## config.mk

```make
export PLATFORM = sky130hd
export DESIGN_NAME = sfc_dot3
export DESIGN_NICKNAME = d
export VERILOG_FILES = /design/src/design/sfc_dot3.sv
export SDC_FILE = /design/constraint.sdc
export NUM_CORES = 2
export LEC_CHECK = 0
export BUFFER_PORTS_ARGS = -buffer_cell sky130_fd_sc_hd__clkbuf_2
export CAP_MARGIN = 5
export CORE_ASPECT_RATIO = 0.6
export CORE_MARGIN = 2
export CORE_UTILIZATION = 60
export CTS_CLUSTER_DIAMETER = 100
export DETAILED_ROUTE_END_ITERATION = 6
export MAX_ROUTING_LAYER = met4
export PLACE_DENSITY = 0.77
export REMOVE_ABC_BUFFERS = 1
export SYNTH_ARGS = -nofsm -noshare
export SYNTH_HDL_FRONTEND = slang
export SYNTH_SLANG_ARGS = --single-unit
```

## constraint.sdc

```tcl
create_clock -name clk -period 7.3 [get_ports clk]
set_clock_uncertainty 0.05 [all_clocks]
set_input_delay 0 -clock clk [delete_from_list [all_inputs] [get_ports clk]]
set_output_delay 0 -clock clk [all_outputs]
set_load 0.005 [all_outputs]
```

## src/design/sfc_dot3.sv

```systemverilog
// Two-stage dot product of a camera-relative offset with one packed normal.
// Stage 2 registers three products, stage 3 registers their sum. No package use.
module sfc_dot3 #(
	parameter int unsigned COORD_BITS  = 20,
	parameter int unsigned NORMAL_BITS = 16
) (
	input  logic                                 clk,
	input  logic                                 en_s2,
	input  logic                                 en_s3,
	input  logic [3*(COORD_BITS+1)-1:0]          offset,
	input  logic [3*NORMAL_BITS-1:0]             normal,
	output logic signed [COORD_BITS+NORMAL_BITS+2:0] dot
);

	localparam int unsigned OW = COORD_BITS + 1;
	localparam int unsigned PW = OW + NORMAL_BITS;
	localparam int unsigned SW = PW + 2;

	logic signed [PW-1:0] prod_s2 [3];
	logic signed [SW-1:0] sum_s3;
	logic signed [SW-1:0] sum_next;

	always_ff @(posedge clk) begin
		if (en_s2) begin
			for (int i = 0; i < 3; i++) begin
				prod_s2[i] <= $signed(offset[i*OW +: OW]) *
				              $signed(normal[i*NORMAL_BITS +: NORMAL_BITS]);
			end
		end
	end

	assign sum_next = SW'(prod_s2[0]) + SW'(prod_s2[1]) + SW'(prod_s2[2]);

	always_ff @(posedge clk) begin
		if (en_s3) sum_s3 <= sum_next;
	end

	assign dot = sum_s3;

endmodule

```

# [Word level (Yosys, flattened, before mapping)]
# Memory sizes are Yosys's and may differ from the RTL's.
# Cells that the tools add are included.
# Widths: inputs -> output; s select.
[word_totals] regBits=39 latchBits=0 mem_bits_rw=111 mem_bits_ro=0 inputBits=114 elab_cells=9 memories=1
[memory_table] memory="prod_s2" words=3 word_bits=37 read_ports=3 rd_ports_with_merged_regs=0 wr=3 line_no="19" rtl="logic signed [PW-1:0] prod_s2 [3];"
[classes] addsub=2 mul=3 n_div=0 n_lt_le_gt_ge=0 eq_ne=0 shift=0 n_mux=2 bitwise=0 reduce_logical=0
[ops] cell="$mul 21x16->37" n=3
[ops] cell="$add 38x37->39" n=1
[ops] cell="$add 37x37->38" n=1
[ops] cell="$mux 1" n=2

# [Longest topological paths before layout]
[depth] ltp_word=2 ltp_mapped=25 ltp_nobuf=24

# [Worst setup path after synthesis]
# OpenSTA, ideal clock, no wires.
[synth_timing] path_type="input to register" startpoint="in offset[41]" endpoint="mem prod_s2[0][72] (netlist name), data pin" setup_ns=0.262 arrival_time_ns=5.490 t_required_ns=6.988 setup_slack_ns=1.498 path_stages=22 path_buffers=1 cell_sequence="clkbuf_1 -> nand2_1 -> inv_1 -> fa_1 -> inv_1 -> fa_1 -> inv_1 -> fa_1 -> fa_1 -> fa_1 -> inv_1 -> fa_1 -> inv_1 -> ha_1 -> nand4_1 -> or4_1 -> a41oi_1 -> o21ai_1 -> o21ai_1 -> a311oi_1 -> o21bai_1 -> xor2_1"
[synth_rtl] element="start, declared" line_no="10" rtl="input logic [3*(COORD_BITS+1)-1:0] offset,"
[synth_rtl] element="end, declared" line_no="19"

==> impl_metrics.sql <==
INSERT INTO impl_metrics (metric_group, metric, value, unit) VALUES
('outcome', 'outcome', 'finished clean', ''),
('yosys', 'synthArstFlopShare', '0', ''),
('yosys', 'yosys.cell_types.count', '71', ''),
('placed_design', 'dp_hpwl', '90.32', 'mm'),
('yosys', 'edff_count_synth', '150', ''),
('sta', 'layout_min_cycle_time', '6.854', 'ns'),
('die', 'floorplan.die.width', '352.9', 'µm'),
('min_path', 'holdCritPathClass', 'primary input to register', ''),
('global_route', 'grt_overflow', '0', ''),
('yosys', 'synth_sequential_area_ratio', '0.1028', ''),
('placed_design', 'gp_congestion', '0.9651', ''),
('yosys', 'synth_largest_type_area_fraction', '0.4725', ''),
('drt', 'final_antenna_net_count', '0', ''),
('yosys', 'synthesized_area_divided_by_synthesized_cell_count', '9.533', 'µm²'),
('sta', 'unrepaired_setup_endpoints_after_global_routing', 'no', ''),
('die', 'dieArea', '75270', 'µm²'),
('die', 'fp.coreArea', '71980', 'µm²'),
('yosys', 'synth.area.top_cells', 'sky130_fd_sc_hd__fa_1 47%, sky130_fd_sc_hd__edfxtp_1 10%, sky130_fd_sc_hd__inv_1 10%, sky130_fd_sc_hd__ha_1 8.9%, sky130_fd_sc_hd__and2_1 5.5%', ''),
('yosys', 'list_of_most_frequent_post_synthesis_cells', '1171 x sky130_fd_sc_hd__inv_1, 1034 x sky130_fd_sc_hd__fa_1, 621 x sky130_fd_sc_hd__nand2_1, 385 x sky130_fd_sc_hd__and2_1, 313 x sky130_fd_sc_hd__ha_1', ''),
('drt', 'drt_pre_antenna_iters', '6', ''),
('cts', 'cts_num_sinks', '150', ''),
('sta', 'final-setup-viol-count', '0', ''),
('global_route', 'number_of_antenna_violations_at_the_first_check_in_global_routing', '1', ''),
('finish', 'antennaDiodeCount', '0', ''),
('global_route', 'global_route_wire_length_before_repair', '181.4', 'mm'),
('yosys', 'postSynthCellCount', '4596', ''),
('sta', 'slew_viol_final', '0', ''),
('yosys', 'syn-cell-area', '43810', 'µm²'),
('cts', 'cts.path.max_buffers', '2', ''),
('sta', 'hold_viol', '0', ''),
('cts', 'post-cts-setup-buffer-count', '0', ''),
('drt', 'postRouteWirelength', '110.0', 'mm'),
('placed_design', 'preCtsSetupSlack', '0.06420', 'ns'),
('global_route', 'globalRouteTotalUtil', '0.3224', ''),
('worst_setup_path', 'crit_path_cell_trace', 'clkbuf_2 -> nand2_1 -> inv_1 -> fa_1 -> inv_1 -> fa_1 -> fa_1 -> fa_1 -> fa_1 -> fa_1 -> inv_1 -> ha_1 -> a21o_1 -> a21oi_1 -> o21ai_0 -> a221oi_2 -> o2111ai_1 -> a211oi_1 -> o21bai_1 -> a21oi_1 -> xnor2_1', ''),
('global_route', 'maximum_number_of_pins_on_one_net_before_global_route_repair', '71', ''),
('cts', 'cts.root.buffer_cell', 'sky130_fd_sc_hd__clkbuf_16', ''),
('sta', 'final.period_utilization', '0.9389', ''),
('drt', 'dr.first_iter.drc_count', '3123', ''),
('finish', 'final_layout_size_suffix_gt1_frac', '0.04497', ''),
('worst_setup_path', 'arrival_time_worst_endpoint', '7.01', 'ns'),
('cts', 'cts_tree', 'built', ''),
('finish', 'finish.net_count', '6073', ''),
('die', 'chipHeight', '213.3', 'µm'),
('flow_run', 'drv.max_cap_violation_count', '0', ''),
('global_route', 'first_global_vias', '33091', ''),
('worst_setup_path', 'worstPathRequired', '7.45', 'ns'),
('cts', 'clkLatencyLatePin', '0.45', 'ns'),
('sta', 'max_slew_margin', '0.2741', ''),
('die', 'num_rows', '76', ''),
('worst_setup_path', 'critical_path.endpoint_type', 'register', ''),
('yosys', 'synth_flop_cell', 'sky130_fd_sc_hd__edfxtp_1', ''),
('cts', 'cts_htree_levels', '4', ''),
('worst_setup_path', 'crit_path_max_fo', '21', ''),
('finish', 'finalCoreUtilization', '0.6364', ''),
('sta', 'worst_pin_slew', '1.089', 'ns'),
('drt', 'wire_per_inst', '19.65', 'µm'),
('worst_setup_path', 'startpoint_type_of_the_worst_setup_path', 'primary input', ''),
('worst_setup_path', 'critical-path-top-cell-by-count', 'sky130_fd_sc_hd__fa_1', ''),
('drt', 'viasPerCell', '5.551', ''),
('worst_setup_path', 'cpPeakStageDelay', '0.62', 'ns'),
('yosys', 'synth.largest_area_cell', 'sky130_fd_sc_hd__fa_1', ''),
('drt', 'routed-via-count', '31087', ''),
('worst_setup_path', 'worst_path_max_delay_cell', 'sky130_fd_sc_hd__fa_1', ''),
('yosys', 'yosys.cell_count.top_type', 'sky130_fd_sc_hd__inv_1', ''),
('sta', 'timing.final.ws_setup', '0.4458', 'ns'),
('sta', 'fin_tns_setup', '0', 'ns'),
('drt', 'drc_errors', '0', ''),
('die', 'ios', '153', ''),
('die', 'initial_cell_density_of_the_core', '0.6087', ''),
('sta', 'achievable-frequency', '145.9', 'MHz');
layer usage:
layer,GRT usage,up-vias,wire length [µm]
met4,0.04701,0,1268
met5,-,-,0
met1,0.4794,15601,48530
li1,-,13605,-
met3,0.1153,108,16360
met2,0.4307,1773,43880
cells in the final DEF, fill, tap and decap left out, drive strengths merged, types with 5 or more instances in the layout:
cell type  instances
a211oi            14
a21boi             5
a21o              55
a21oi            109
a31o               5
a31oi              8
and2             385
and3              13
buf                8
clkbuf           170
clkinv             9
edfxtp           150
fa              1034
ha               313
inv             1172
nand2            621
nand2b            32
nand3             30
nand4             13
nor2             111
nor2b             14
nor3              21
o211ai            10
o21a              16
o21ai             67
o21bai            20
or2                5
xnor2            119
xor2              34
worst max-delay path: cells and delay by family:
family | cells | cell delay [ns]
compound gates | 8 | 2.36
xor+xnor | 1 | 0.26
fa+ha+maj | 7 | 3.51
buf+inv | 4 | 0.65
simple gates | 1 | 0.24
final cells by class:
cell class,count,area [µm²]
timing repair buffer,159,815.8
fill,5742,26170
tap,975,1220
clock inverter,13,131.4
inverter,1173,4403
multi-input combinational,3111,34300
sequential,150,4504
clock buffer,19,432.9
state kept, by name, indices dropped and copies added (netlist names):
register  cells
prod_s2     111
dot          39
cell families after synthesis:
family,after synthesis,share of synthesized area
and+or+nand+nor,1260,0.1372
DFF,150,0.1028
xor gates and xnor gates,153,0.03059
adders and majority gates,1347,0.5618
buffers and inverters,1335,0.1144
AOI/OAI and AO/OA,351,0.05320
through the flow:
step           instance area (µm²)  hold slack [ns]  std cells
6_report                     45810          0.03380       5600
5_1_grt                      45810          0.04318       5600
4_1_cts                      45810          0.02400       5600
3_5_place_dp                 45240           0.3494       5568
3_3_place_gp                 45240           0.3475       5568
2_1_floorplan                43210          0.06250       4434
final timing paths:
kind / start / to / slack (ns) / cells after the start
max: normal[1] / prod_s2[0][36] / 0.45 / 21
max reg2reg: prod_s2[0][79] / dot[32] / 3.19 / 11
min reg2reg: prod_s2[0][38] / dot[1] / 0.67 / 2
min: en_s2 / prod_s2[0][74] / 0.03 / 1
timing repair:
item,4_1_cts,5_1_grt
hold buffers,0,0
gates resized for setup,0,1
endpoints found under the setup margin,0,1
Power is not shown: default switching activity piles up to over one toggle a cycle in this logic, so the estimate is an artifact.
